### src/rtl/core/esd_pkg.sv
// ----------------------------------------------------------------------------
// esd_pkg
// Shared types, constants and the escape letter table of the escape decoder.
// ----------------------------------------------------------------------------
package esd_pkg;

   localparam int unsigned QueueDepth = 4;

   localparam logic [7:0] Backslash  = 8'h5C;
   localparam logic [7:0] DigitZero  = 8'h30;
   localparam logic [7:0] DigitNine  = 8'h39;
   localparam logic [1:0] MaxDigits  = 2'd3;

   // One classified request: one or two decoded bytes.
   typedef struct packed {
      logic       pair;
      logic [7:0] byte0;
      logic       last0;
      logic [7:0] byte1;
      logic       last1;
   } result_type;

   // Bit 8 set when the letter names a simple escape, bits 7:0 the byte.
   function automatic logic [8:0] simple_escape(input logic [7:0] c);
      logic [8:0] r;
      r = 9'd0;
      case (c)
         "a":     r = {1'b1, 8'h07};
         "b":     r = {1'b1, 8'h08};
         "f":     r = {1'b1, 8'h0C};
         "n":     r = {1'b1, 8'h0A};
         "r":     r = {1'b1, 8'h0D};
         "t":     r = {1'b1, 8'h09};
         "v":     r = {1'b1, 8'h0B};
         8'h27:   r = {1'b1, 8'h27};
         8'h22:   r = {1'b1, 8'h22};
         8'h5C:   r = {1'b1, 8'h5C};
         "?":     r = {1'b1, 8'h3F};
         default: r = 9'd0;
      endcase
      return r;
   endfunction

endpackage

### src/rtl/core/esd_front.sv
// ----------------------------------------------------------------------------
// esd_front
// Accepts characters, runs the escape state and classifies each request into
// zero, one or two decoded bytes for the result queue.
// ----------------------------------------------------------------------------
module esd_front (
   input  logic                 clock,
   input  logic                 reset,
   input  logic                 req_tvalid,
   output logic                 req_tready,
   input  logic [7:0]           req_tdata,
   input  logic                 req_tlast,
   input  logic                 csr_valid,
   output logic                 csr_ready,
   input  logic                 csr_data,
   output logic                 push_valid,
   output esd_pkg::result_type  push_data,
   input  logic                 push_ready
);

   localparam logic [1:0] PH_PLAIN  = 2'd0;
   localparam logic [1:0] PH_ESC    = 2'd1;
   localparam logic [1:0] PH_DIGITS = 2'd2;

   logic       skip_ff, skip_in;
   logic [1:0] phase_ff, phase_in;
   logic [1:0] count_ff, count_in;
   logic [9:0] value_ff, value_in;

   logic       accept;
   logic       is_digit;
   logic [9:0] digit;
   logic [9:0] grown;
   logic [1:0] count_inc;
   logic [8:0] simple;
   logic       has0, has1;
   logic [7:0] b0, b1;
   logic       l0, l1;
   logic       plain_emits;

   assign csr_ready  = 1'b1;
   assign req_tready = push_ready;
   assign accept     = req_tvalid && req_tready;

   assign is_digit    = req_tdata inside {[esd_pkg::DigitZero:esd_pkg::DigitNine]};
   assign digit       = {2'd0, req_tdata - esd_pkg::DigitZero};
   assign grown       = (value_ff << 3) + (value_ff << 1) + digit;
   assign count_inc   = count_ff + 2'd1;
   assign simple      = esd_pkg::simple_escape(req_tdata);
   assign plain_emits = !(req_tdata == esd_pkg::Backslash && !req_tlast);

   always_comb begin
      skip_in  = skip_ff;
      phase_in = phase_ff;
      count_in = count_ff;
      value_in = value_ff;
      has0 = 1'b0;
      has1 = 1'b0;
      b0   = req_tdata;
      l0   = req_tlast;
      b1   = req_tdata;
      l1   = req_tlast;
      if (csr_valid && csr_ready) begin
         skip_in = csr_data;
      end
      case (phase_ff)
         PH_ESC: begin
            if (simple[8]) begin
               phase_in = PH_PLAIN;
               has0 = 1'b1;
               b0   = simple[7:0];
            end else if (!skip_ff && is_digit) begin
               count_in = 2'd1;
               value_in = digit;
               if (req_tlast) begin
                  phase_in = PH_PLAIN;
                  count_in = 2'd0;
                  has0 = 1'b1;
                  b0   = digit[7:0];
               end else begin
                  phase_in = PH_DIGITS;
               end
            end else begin
               has0 = 1'b1;
               b0   = esd_pkg::Backslash;
               l0   = 1'b0;
               has1 = plain_emits;
               phase_in = plain_emits ? PH_PLAIN : PH_ESC;
            end
         end
         PH_DIGITS: begin
            if (is_digit && count_ff < esd_pkg::MaxDigits) begin
               value_in = grown;
               count_in = count_inc;
               if (count_inc >= esd_pkg::MaxDigits || req_tlast) begin
                  phase_in = PH_PLAIN;
                  count_in = 2'd0;
                  has0 = 1'b1;
                  b0   = grown[7:0];
               end
            end else begin
               count_in = 2'd0;
               has0 = 1'b1;
               b0   = value_ff[7:0];
               l0   = 1'b0;
               has1 = plain_emits;
               phase_in = plain_emits ? PH_PLAIN : PH_ESC;
            end
         end
         default: begin
            has0 = plain_emits;
            phase_in = plain_emits ? PH_PLAIN : PH_ESC;
         end
      endcase
   end

   assign push_valid      = accept && has0;
   assign push_data.pair  = has1;
   assign push_data.byte0 = b0;
   assign push_data.last0 = l0;
   assign push_data.byte1 = b1;
   assign push_data.last1 = l1;

   always_ff @(posedge clock) begin
      if (reset) begin
         skip_ff  <= 1'b0;
         phase_ff <= PH_PLAIN;
         count_ff <= 2'd0;
         value_ff <= 10'd0;
      end else begin
         skip_ff <= skip_in;
         if (accept) begin
            phase_ff <= phase_in;
            count_ff <= count_in;
            value_ff <= value_in;
         end
      end
   end

endmodule

### src/rtl/core/esd_queue.sv
// ----------------------------------------------------------------------------
// esd_queue
// Short result queue between the classifying front and the output back end.
// ----------------------------------------------------------------------------
module esd_queue #(
   parameter int unsigned DEPTH = esd_pkg::QueueDepth
) (
   input  logic                 clock,
   input  logic                 reset,
   input  logic                 push_valid,
   input  esd_pkg::result_type  push_data,
   output logic                 push_ready,
   output logic                 head_valid,
   output esd_pkg::result_type  head_data,
   input  logic                 pop
);

   localparam int unsigned PtrWidth = (DEPTH > 1) ? $clog2(DEPTH) : 1;
   localparam int unsigned CntWidth = $clog2(DEPTH + 1);
   localparam logic [PtrWidth-1:0] LastPtr = PtrWidth'(DEPTH - 1);
   localparam logic [CntWidth-1:0] FullCnt = CntWidth'(DEPTH);

   esd_pkg::result_type entry_mem_ff [DEPTH];

   logic [PtrWidth-1:0] wr_ptr_ff, wr_ptr_in;
   logic [PtrWidth-1:0] rd_ptr_ff, rd_ptr_in;
   logic [CntWidth-1:0] count_ff, count_in;
   logic                do_push, do_pop;

   assign push_ready = count_ff != FullCnt;
   assign head_valid = count_ff != '0;
   assign head_data  = entry_mem_ff[rd_ptr_ff];
   assign do_push    = push_valid && push_ready;
   assign do_pop     = pop && head_valid;

   always_comb begin
      wr_ptr_in = wr_ptr_ff;
      rd_ptr_in = rd_ptr_ff;
      count_in  = count_ff;
      if (do_push) begin
         wr_ptr_in = (wr_ptr_ff == LastPtr) ? '0 : wr_ptr_ff + 1'b1;
      end
      if (do_pop) begin
         rd_ptr_in = (rd_ptr_ff == LastPtr) ? '0 : rd_ptr_ff + 1'b1;
      end
      if (do_push && !do_pop) begin
         count_in = count_ff + 1'b1;
      end else if (do_pop && !do_push) begin
         count_in = count_ff - 1'b1;
      end
   end

   always_ff @(posedge clock) begin
      if (do_push) begin
         entry_mem_ff[wr_ptr_ff] <= push_data;
      end
   end

   always_ff @(posedge clock) begin
      if (reset) begin
         wr_ptr_ff <= '0;
         rd_ptr_ff <= '0;
         count_ff  <= '0;
      end else begin
         wr_ptr_ff <= wr_ptr_in;
         rd_ptr_ff <= rd_ptr_in;
         count_ff  <= count_in;
      end
   end

endmodule

### src/rtl/core/esd_back.sv
// ----------------------------------------------------------------------------
// esd_back
// Output stage: sends queued bytes one per cycle while rsp_tready is high.
// ----------------------------------------------------------------------------
module esd_back (
   input  logic                 clock,
   input  logic                 reset,
   input  logic                 head_valid,
   input  esd_pkg::result_type  head_data,
   output logic                 pop,
   output logic                 rsp_tvalid,
   input  logic                 rsp_tready,
   output logic [7:0]           rsp_tdata,
   output logic                 rsp_tlast
);

   logic                slot_valid_ff, slot_valid_in;
   logic                sel_ff, sel_in;
   esd_pkg::result_type slot_ff;
   logic                fire, done, free;

   assign rsp_tvalid = slot_valid_ff;
   assign rsp_tdata  = sel_ff ? slot_ff.byte1 : slot_ff.byte0;
   assign rsp_tlast  = sel_ff ? slot_ff.last1 : slot_ff.last0;

   assign fire = slot_valid_ff && rsp_tready;
   assign done = fire && (sel_ff || !slot_ff.pair);
   assign free = !slot_valid_ff || done;
   assign pop  = free && head_valid;

   always_comb begin
      slot_valid_in = slot_valid_ff;
      sel_in        = sel_ff;
      if (pop) begin
         slot_valid_in = 1'b1;
         sel_in        = 1'b0;
      end else if (done) begin
         slot_valid_in = 1'b0;
         sel_in        = 1'b0;
      end else if (fire) begin
         sel_in = 1'b1;
      end
   end

   always_ff @(posedge clock) begin
      if (pop) begin
         slot_ff <= head_data;
      end
   end

   always_ff @(posedge clock) begin
      if (reset) begin
         slot_valid_ff <= 1'b0;
         sel_ff        <= 1'b0;
      end else begin
         slot_valid_ff <= slot_valid_in;
         sel_ff        <= sel_in;
      end
   end

endmodule

### src/rtl/core/escape_sequence_decoder.sv
// ----------------------------------------------------------------------------
// escape_sequence_decoder
// Streaming decoder of C-style backslash escapes, one character per request.
// ----------------------------------------------------------------------------
//   channel  direction  payload
//   req_     in         tdata[7:0] char_in, tlast last_char
//   rsp_     out        tdata[7:0] char_out, tlast last_out
//   csr_     in         data: skip_decimal_escapes
//
// One request is taken per cycle while the result queue has room.
// A request yields zero to two bytes; the output sends one byte per cycle
// while rsp_tready is high, so two-byte requests are limited by the output.
// rsp_tvalid rises once the request has been written into the queue and then
// loaded into the output slot register. Reset is synchronous and empties the
// queue; req_tready drops only when the queue is full.
// ----------------------------------------------------------------------------
module escape_sequence_decoder #(
   parameter int unsigned QUEUE_DEPTH = esd_pkg::QueueDepth
) (
   input  logic       clock,
   input  logic       reset,
   input  logic       req_tvalid,
   output logic       req_tready,
   input  logic [7:0] req_tdata,   // [7:0] char_in
   input  logic       req_tlast,
   output logic       rsp_tvalid,
   input  logic       rsp_tready,
   output logic [7:0] rsp_tdata,   // [7:0] char_out
   output logic       rsp_tlast,
   input  logic       csr_valid,
   output logic       csr_ready,
   input  logic       csr_data
);

   logic                push_valid, push_ready;
   esd_pkg::result_type push_data;
   logic                head_valid, pop;
   esd_pkg::result_type head_data;

   esd_front u_front (
      .clock      (clock),
      .reset      (reset),
      .req_tvalid (req_tvalid),
      .req_tready (req_tready),
      .req_tdata  (req_tdata),
      .req_tlast  (req_tlast),
      .csr_valid  (csr_valid),
      .csr_ready  (csr_ready),
      .csr_data   (csr_data),
      .push_valid (push_valid),
      .push_data  (push_data),
      .push_ready (push_ready)
   );

   esd_queue #(
      .DEPTH (QUEUE_DEPTH)
   ) u_queue (
      .clock      (clock),
      .reset      (reset),
      .push_valid (push_valid),
      .push_data  (push_data),
      .push_ready (push_ready),
      .head_valid (head_valid),
      .head_data  (head_data),
      .pop        (pop)
   );

   esd_back u_back (
      .clock      (clock),
      .reset      (reset),
      .head_valid (head_valid),
      .head_data  (head_data),
      .pop        (pop),
      .rsp_tvalid (rsp_tvalid),
      .rsp_tready (rsp_tready),
      .rsp_tdata  (rsp_tdata),
      .rsp_tlast  (rsp_tlast)
   );

endmodule

### config.mk
export PLATFORM = sky130hd
export DESIGN_NAME = escape_sequence_decoder
export DESIGN_NICKNAME = d
export VERILOG_FILES = /design/src/rtl/core/esd_pkg.sv /design/src/rtl/core/esd_front.sv /design/src/rtl/core/esd_queue.sv /design/src/rtl/core/esd_back.sv /design/src/rtl/core/escape_sequence_decoder.sv
export SDC_FILE = /design/constraint.sdc
export NUM_CORES = 1
export LEC_CHECK = 0
export BUFFER_PORTS_ARGS = -buffer_cell sky130_fd_sc_hd__buf_2
export CAP_MARGIN = 40
export CELL_PAD_IN_SITES_DETAIL_PLACEMENT = 1
export CELL_PAD_IN_SITES_GLOBAL_PLACEMENT = 2
export CORE_AREA = 2 2 154 141
export CTS_BUF_LIST = sky130_fd_sc_hd__clkbuf_8 sky130_fd_sc_hd__clkbuf_16
export CTS_CLUSTER_SIZE = 28
export DETAILED_ROUTE_END_ITERATION = 10
export DIE_AREA = 0 0 156 143
export PLACE_DENSITY = 0.56
export SYNTH_ARGS = -nofsm -noshare
export SYNTH_HDL_FRONTEND = slang
export SYNTH_HIERARCHICAL = 1
export SYNTH_SLANG_ARGS = --single-unit
### constraint.sdc
create_clock -name clock -period 5.7 [get_ports clock]
set_clock_uncertainty 0.2 [all_clocks]
set_input_delay 0.855 -clock clock [delete_from_list [all_inputs] [get_ports clock]]
set_output_delay 0.855 -clock clock [all_outputs]
set_load 0.02 [all_outputs]
=== Yosys cells after proc, flatten, opt, wreduce, memory -nomap -nowiden ===
Memory sizes are Yosys's and may differ from the RTL's. A register that Yosys moved wholly into a read port is not among the register bits.
Index checks and enable logic that the tools add are counted.

* Input bits: 15
* Register bits: 22
* Memories: 1
* Bits in writable memories: 76
* Word-level logic and storage cells: 121

* Add/subtract/negate cells: 8
* Equality and inequality tests: 20
* Multiplexer cells: 48
* Reductions and logical operators: 31
* $lt $le $gt $ge: 4

{| class="wikitable"
|+ Memory list
! memory !! words !! bits a word !! rd ports !! clocked after memory_dff !! wr ports !! line !! source
|-
| u_queue.entry_mem_ff || 4 || 19 || 1 || 1 || 1 || esd_queue.sv:23 || <nowiki>esd_pkg::result_type entry_mem_ff [DEPTH];</nowiki>
|}

{| class="wikitable"
|+ Operators by type and width
! cell !! count
|-
| case mux 9 bit (11 select lines) || 1
|-
| two-way mux 8 bit || 9
|-
| == test 8 x 7 -> 1 bit (second input constant) || 8
|-
| case mux 8 bit (2 select lines) || 2
|-
| == test 8 x 6 -> 1 bit (second input constant) || 3
|-
| two-way mux 2 bit || 11
|-
| two-way mux 1 bit || 18
|-
| adder 8 bit || 2
|-
| logical AND 1 bit || 13
|-
| greater-or-equal comparator 8 x 6 -> 1 bit (second input constant) || 1
|-
| less-or-equal comparator 8 x 6 -> 1 bit (second input constant) || 1
|-
| case mux 2 bit (2 select lines) || 2
|-
| subtractor 8 x 6 -> 8 bit (second input constant) || 1
|-
| zero test 1 bit || 7
|-
| adder 2 x 1 -> 2 bit (second input constant) || 3
|-
| == test 2 bit (second input constant) || 3
|-
| two-way mux 3 bit || 2
|-
| != test 3 bit (second input constant) || 2
|-
| case mux 1 bit (2 select lines) || 3
|-
| nonzero test 2 bit || 3
|-
| AND reduction 5 bit || 1
|-
| != test 2 x 1 -> 1 bit (second input constant) || 2
|-
| AND reduction 4 bit || 1
|-
| adder 3 x 1 -> 3 bit (second input constant) || 1
|-
| 9 further kinds || 11
|}

=== Longest topological paths before layout ===
* Depth in word-level cells: 12
* Mapped depth: 15

=== Modules after synthesis ===
The synthesis kept the hierarchy.

{| class="wikitable"
|+ Modules (own cells, without submodules)
! module !! area an instance (sq um) !! cells an instance !! times used
|-
| esd_queue || 3218.1 || 147 || 1
|-
| esd_front || 2059.5 || 260 || 1
|-
| esd_back || 819.5 || 41 || 1
|}

=== Worst setup path after synthesis ===
OpenSTA, ideal clock, no wires.

* Kind: in2reg
* Start point: input req_tdata[2]
* End point: register u_queue.count_ff[2]
* Cell stages on the path: 15
* Setup slack: 1.469 ns
* Path buffers: 2
* Data arrival time: 3.961 ns
* Required time: 5.430 ns
* Setup time: 0.070 ns
* Cells stage by stage: buf_4 > clkbuf_1 > nand3_1 > nor4_1 > and2b_1 > nand2_1 > a2111oi_0 > a211oi_1 > and2_4 > ha_1 > inv_1 > fa_1 > xor2_1 > or3_2 > a21oi_1

* Word-level cells in the longest chain between the ends: 11
* Elaborated cells between the ends (all ways): 30
* Those cells by class: order compare: 2; eq/ne: 11; mux: 6; reduce/logical: 11

{| class="wikitable"
|+ RTL lines
! what !! line !! source
|-
| start, declared || escape_sequence_decoder.sv:24 || <nowiki>input logic [7:0] req_tdata,</nowiki>
|-
| greater-or-equal comparator 8 x 6 -> 1 bit or less-or-equal comparator 8 x 6 -> 1 bit (tied branches) || esd_front.sv:45 || <nowiki>assign is_digit = req_tdata inside {[esd_pkg::DigitZero:esd_pkg::DigitNine]};</nowiki>
|-
| logical AND 1 bit || esd_front.sv:45 ||
|-
| logical AND 1 bit || esd_front.sv:72 || <nowiki>end else if (!skip_ff && is_digit) begin</nowiki>
|-
| two-way mux 1 bit || esd_front.sv:72 ||
|-
| two-way mux 1 bit || esd_front.sv:68 || <nowiki>if (simple[8]) begin</nowiki>
|-
| case mux 1 bit (2 select lines) * || esd_front.sv:66 || <nowiki>case (phase_ff)</nowiki>
|-
| logical AND 1 bit * || esd_front.sv:117 || <nowiki>assign push_valid = accept && has0;</nowiki>
|-
| via push_valid || escape_sequence_decoder.sv:35 || <nowiki>logic push_valid, push_ready;</nowiki>
|-
| logical AND 1 bit * || esd_queue.sv:33 || <nowiki>assign do_push = push_valid && push_ready;</nowiki>
|-
| via u_queue.do_push || esd_queue.sv:28 || <nowiki>logic do_push, do_pop;</nowiki>
|-
| zero test 1 bit || esd_queue.sv:48 || <nowiki>end else if (do_pop && !do_push) begin</nowiki>
|-
| logical AND 1 bit || esd_queue.sv:48 ||
|-
| nonzero test 2 bit (no line) || n/a ||
|-
| end signal, assigned || esd_queue.sv:67 || <nowiki>count_ff <= count_in;</nowiki>
|-
| end, declared || esd_queue.sv:27 || <nowiki>logic [CntWidth-1:0] count_ff, count_in;</nowiki>
|}

The timed path passes the listed nets; every way through them passes the cells marked *.
A chain may end at the register's enable or synchronous reset.

=== Worst setup path in the final report ===
* Start point: input req_tdata[4]
* End point: register u_queue.count_ff[2]

The elaborated chain is that of the path after synthesis.

==> flow_metrics.env <==
export IMPL_fin_crit_ns=4.530
export IMPL_cts_hold_buf=0
export IMPL_clk_path_buf_depth=2
export IMPL_synthCells=448
export IMPL_slew_viol_final=0
export IMPL_final_cell_mix="edfxtp_1 (95), inv_1 (27), nand2_1 (26), buf_2 (25), dfxtp_1 (23)"
export IMPL_cp_required_ns=5.84
export IMPL_status="finished clean"
export IMPL_cp_max_fo=9
export IMPL_io_buffers=25
export IMPL_cts_tree="built"
export IMPL_start_util_pct=29.62
export IMPL_detail_route_vias_per_cell=5.112
export IMPL_nNetsFinal=502
export IMPL_dieArea_um2=22310
export IMPL_cts_root_buf="clkbuf_16"
export IMPL_dp_hpwl_um=10290
export IMPL_htree_levels=4
export IMPL_critPathKind="input pin to flip-flop"
export IMPL_dpl_cell_count=702
export IMPL_path_clk_slew_ns=0.05
export IMPL_cap_violations=0
export IMPL_leakagePower_nw=2.384
export IMPL_die_y_um=143
export IMPL_num_rows=50
export IMPL_detail_route_antenna_nets=0
export IMPL_drt_iter0_markers=211
export IMPL_routed_wirelength_um=14810
export IMPL_path_cells="buf_2 > inv_1 > ha_1 > nor3b_1 > o31ai_2 > and2b_1 > nand2_1 > a2111oi_0 > a211oi_1 > and2_4 > ha_1 > inv_1 > fa_1 > xor2_1 > or3_2 > a21oi_1"
export IMPL_ys_seq_elements=119
export IMPL_synth_edf_count=95
export IMPL_ir_drop_uv=160.7
export IMPL_slowest_stage="a211oi_1"
export IMPL_yosys_warnings=6
export IMPL_grt_max_degree=28
export IMPL_grt_pass1_wl_um=23480
export IMPL_fp_dieW_um=156
export IMPL_cts_setup_buffers=0
export IMPL_ys_types=79
export IMPL_arrival_ns=4.67
export IMPL_cts_buffers=17
export IMPL_fmax_ghz=0.2208
export IMPL_synthesis_area_um2=6097
export IMPL_final_cells=734
export IMPL_ios=27
export IMPL_fin_setup_tns_ns=0
export IMPL_wl_per_cell_um=20.17
export IMPL_critPathMaxStageDelay_ns=0.49
export IMPL_vias=3752
export IMPL_synth_main_ff_cell="edfxtp_1"
export IMPL_place_congestion=0.8026
export IMPL_worstSetupStartpointType="input pin"
export IMPL_setup_viol=0
export IMPL_avgSynthCellArea_um2=13.61
export IMPL_antenna_found_initial=0
export IMPL_period_share_pct=79.47
export IMPL_drive_gt1_share_pct=24.05
export IMPL_cts_resized_gates=0
export IMPL_tightest_slew_ns=0.8037
export IMPL_ys_seq_area_share_pct=54.67
export IMPL_hold_slack_ns=0.2747
export IMPL_clock_latency_ns=0.42
export IMPL_diodes=0
export IMPL_regToRegSetupSlack_ns=1.80
export IMPL_drt_first_pass_iters=6
export IMPL_powerDensity_nw_per_um2=403.3
export IMPL_first_global_vias=3951
export IMPL_syn_nets=489
export IMPL_areaGrowthSynthToFinish_pct=12.91
export IMPL_final_common_cell="edfxtp_1"
export IMPL_hold_path_class="flip-flop to flip-flop"
export IMPL_ys_async_sr_fraction_pct=0
export IMPL_drc=0
export IMPL_grt_total_usage_pct=14.37
export IMPL_rsz0062_at_grt="no"
export IMPL_timing_hold_violations_final=0
export IMPL_relSlewSlack_pct=45.92
export IMPL_cts_sinks=119
export IMPL_core_area_um2=20580
export IMPL_end_kind="flip-flop"
export IMPL_grt_overflow=0
## Yosys cell counts, types with 3 or more instances
cell type	instances	area share, %
a211oi_1	6	0.74
a21o_1	3	0.37
a21oi_1	15	1.2
a31oi_1	4	0.41
and3_2	4	0.49
buf_2	6	0.49
buf_4	16	2.0
buf_6	4	0.74
clkbuf_1	7	0.43
dfxtp_1	24	7.9
edfxtp_1	95	47
fa_1	6	2.0
ha_1	20	4.1
inv_1	25	1.5
mux2_2	3	0.55
mux2_4	9	2.2
mux2i_1	6	0.99
mux4_2	19	7.0
nand2_1	26	1.6
nand2b_1	7	0.72
nand3_1	6	0.49
nand3b_1	3	0.37
nor2_1	22	1.4
nor3_1	10	0.82
nor4_1	4	0.41
o211ai_2	4	0.82
o21ai_0	12	0.99
o31ai_1	4	0.49
or3_1	5	0.51
xnor2_1	6	0.86
xor2_1	6	0.86
## cells by family (layout without fill, tap and decap cells)
| logic type | Yosys count | after routing | synth area share, % |
|---|---|---|---|
| mux | 37 | 37 | 10.77 |
| xor+xnor | 12 | 12 | 1.724 |
| buf+inv | 59 | 85 | 5.253 |
| simple gates | 118 | 118 | 11.55 |
| flops | 119 | 119 | 54.67 |
| other cells | 1 | 1 | 0.06150 |
| fa+ha+maj | 26 | 26 | 6.074 |
| compound gates | 76 | 76 | 9.891 |
## metal layers
layer	vias to the layer above	wire length, um	track usage [%]
li1	1732	-	-
met1	1952	7224	20.01
met2	53	6895	22.22
met3	15	516	3.369
met4	0	172	4.587
met5	-	0	0
## registers in the layout, summed over array words and instances, names as in the netlist, named ones only
signal                cells
u_back/rsp_tvalid         1
u_queue/entry_mem_ff     76
u_back/slot_ff           19
u_queue/count_ff          3
u_front/skip_ff           1
u_queue/wr_ptr_ff         2
u_front/phase_ff          2
u_back/sel_ff             1
u_queue/rd_ptr_ff         2
u_front/value_ff          8
u_front/count_ff          2
## final cells by class
type                            instances  area [um^2]
Inverter                               25        93.84
Timing Repair Buffer                   28        167.7
Tap cell                              260        325.3
Sequential cell                       119         3334
Fill cell                            2193        13700
Clock inverter                         15        90.09
Clock buffer                           17        425.4
Multi-Input combinational cell        270         2447
## stage by stage
stage	total power [mW]	cell area (um^2)	util (%)	worst slack, ns
after detailed placement	1.884	6369	30.94	0.7320
after floorplan	1.696	6097	-	1.469
final	2.777	6884	33.45	1.170
after global placement	1.855	6341	30.81	0.8835
after CTS	2.831	6884	33.45	1.167
after global routing	2.938	6884	33.45	0.7923
## path summary, 6_finish.rpt
path,startpoint,endpoint,cells after the start
setup / recovery,req_tdata[4],u_queue/count_ff[2],16
hold reg to reg,u_front/phase_ff[1],u_front/phase_ff[1],2
hold / removal,u_front/phase_ff[1],u_front/phase_ff[1],2
setup reg to reg,u_front/phase_ff[0],u_queue/count_ff[2],12
## worst max-delay path: cells and delay by family
kind / cells / cell delay [ns]
and+or+nand+nor: 5 / 1.54
AOI/OAI and AO/OA: 4 / 0.91
adders and majority gates: 3 / 0.80
buffers and inverters: 3 / 0.41
xor gates and xnor gates: 1 / 0.16
## power by group
| group | total, mW | leakage [nW] | internal (mW) | switching, mW |
|---|---|---|---|---|
| Clock | 0.934 | 0.248 | 0.545 | 0.389 |
| Sequential | 1.25 | 1.08 | 1.15 | 0.101 |
| Combinational | 0.596 | 1.06 | 0.279 | 0.317 |
No activity file was read; power rests on OpenSTA's default activity.
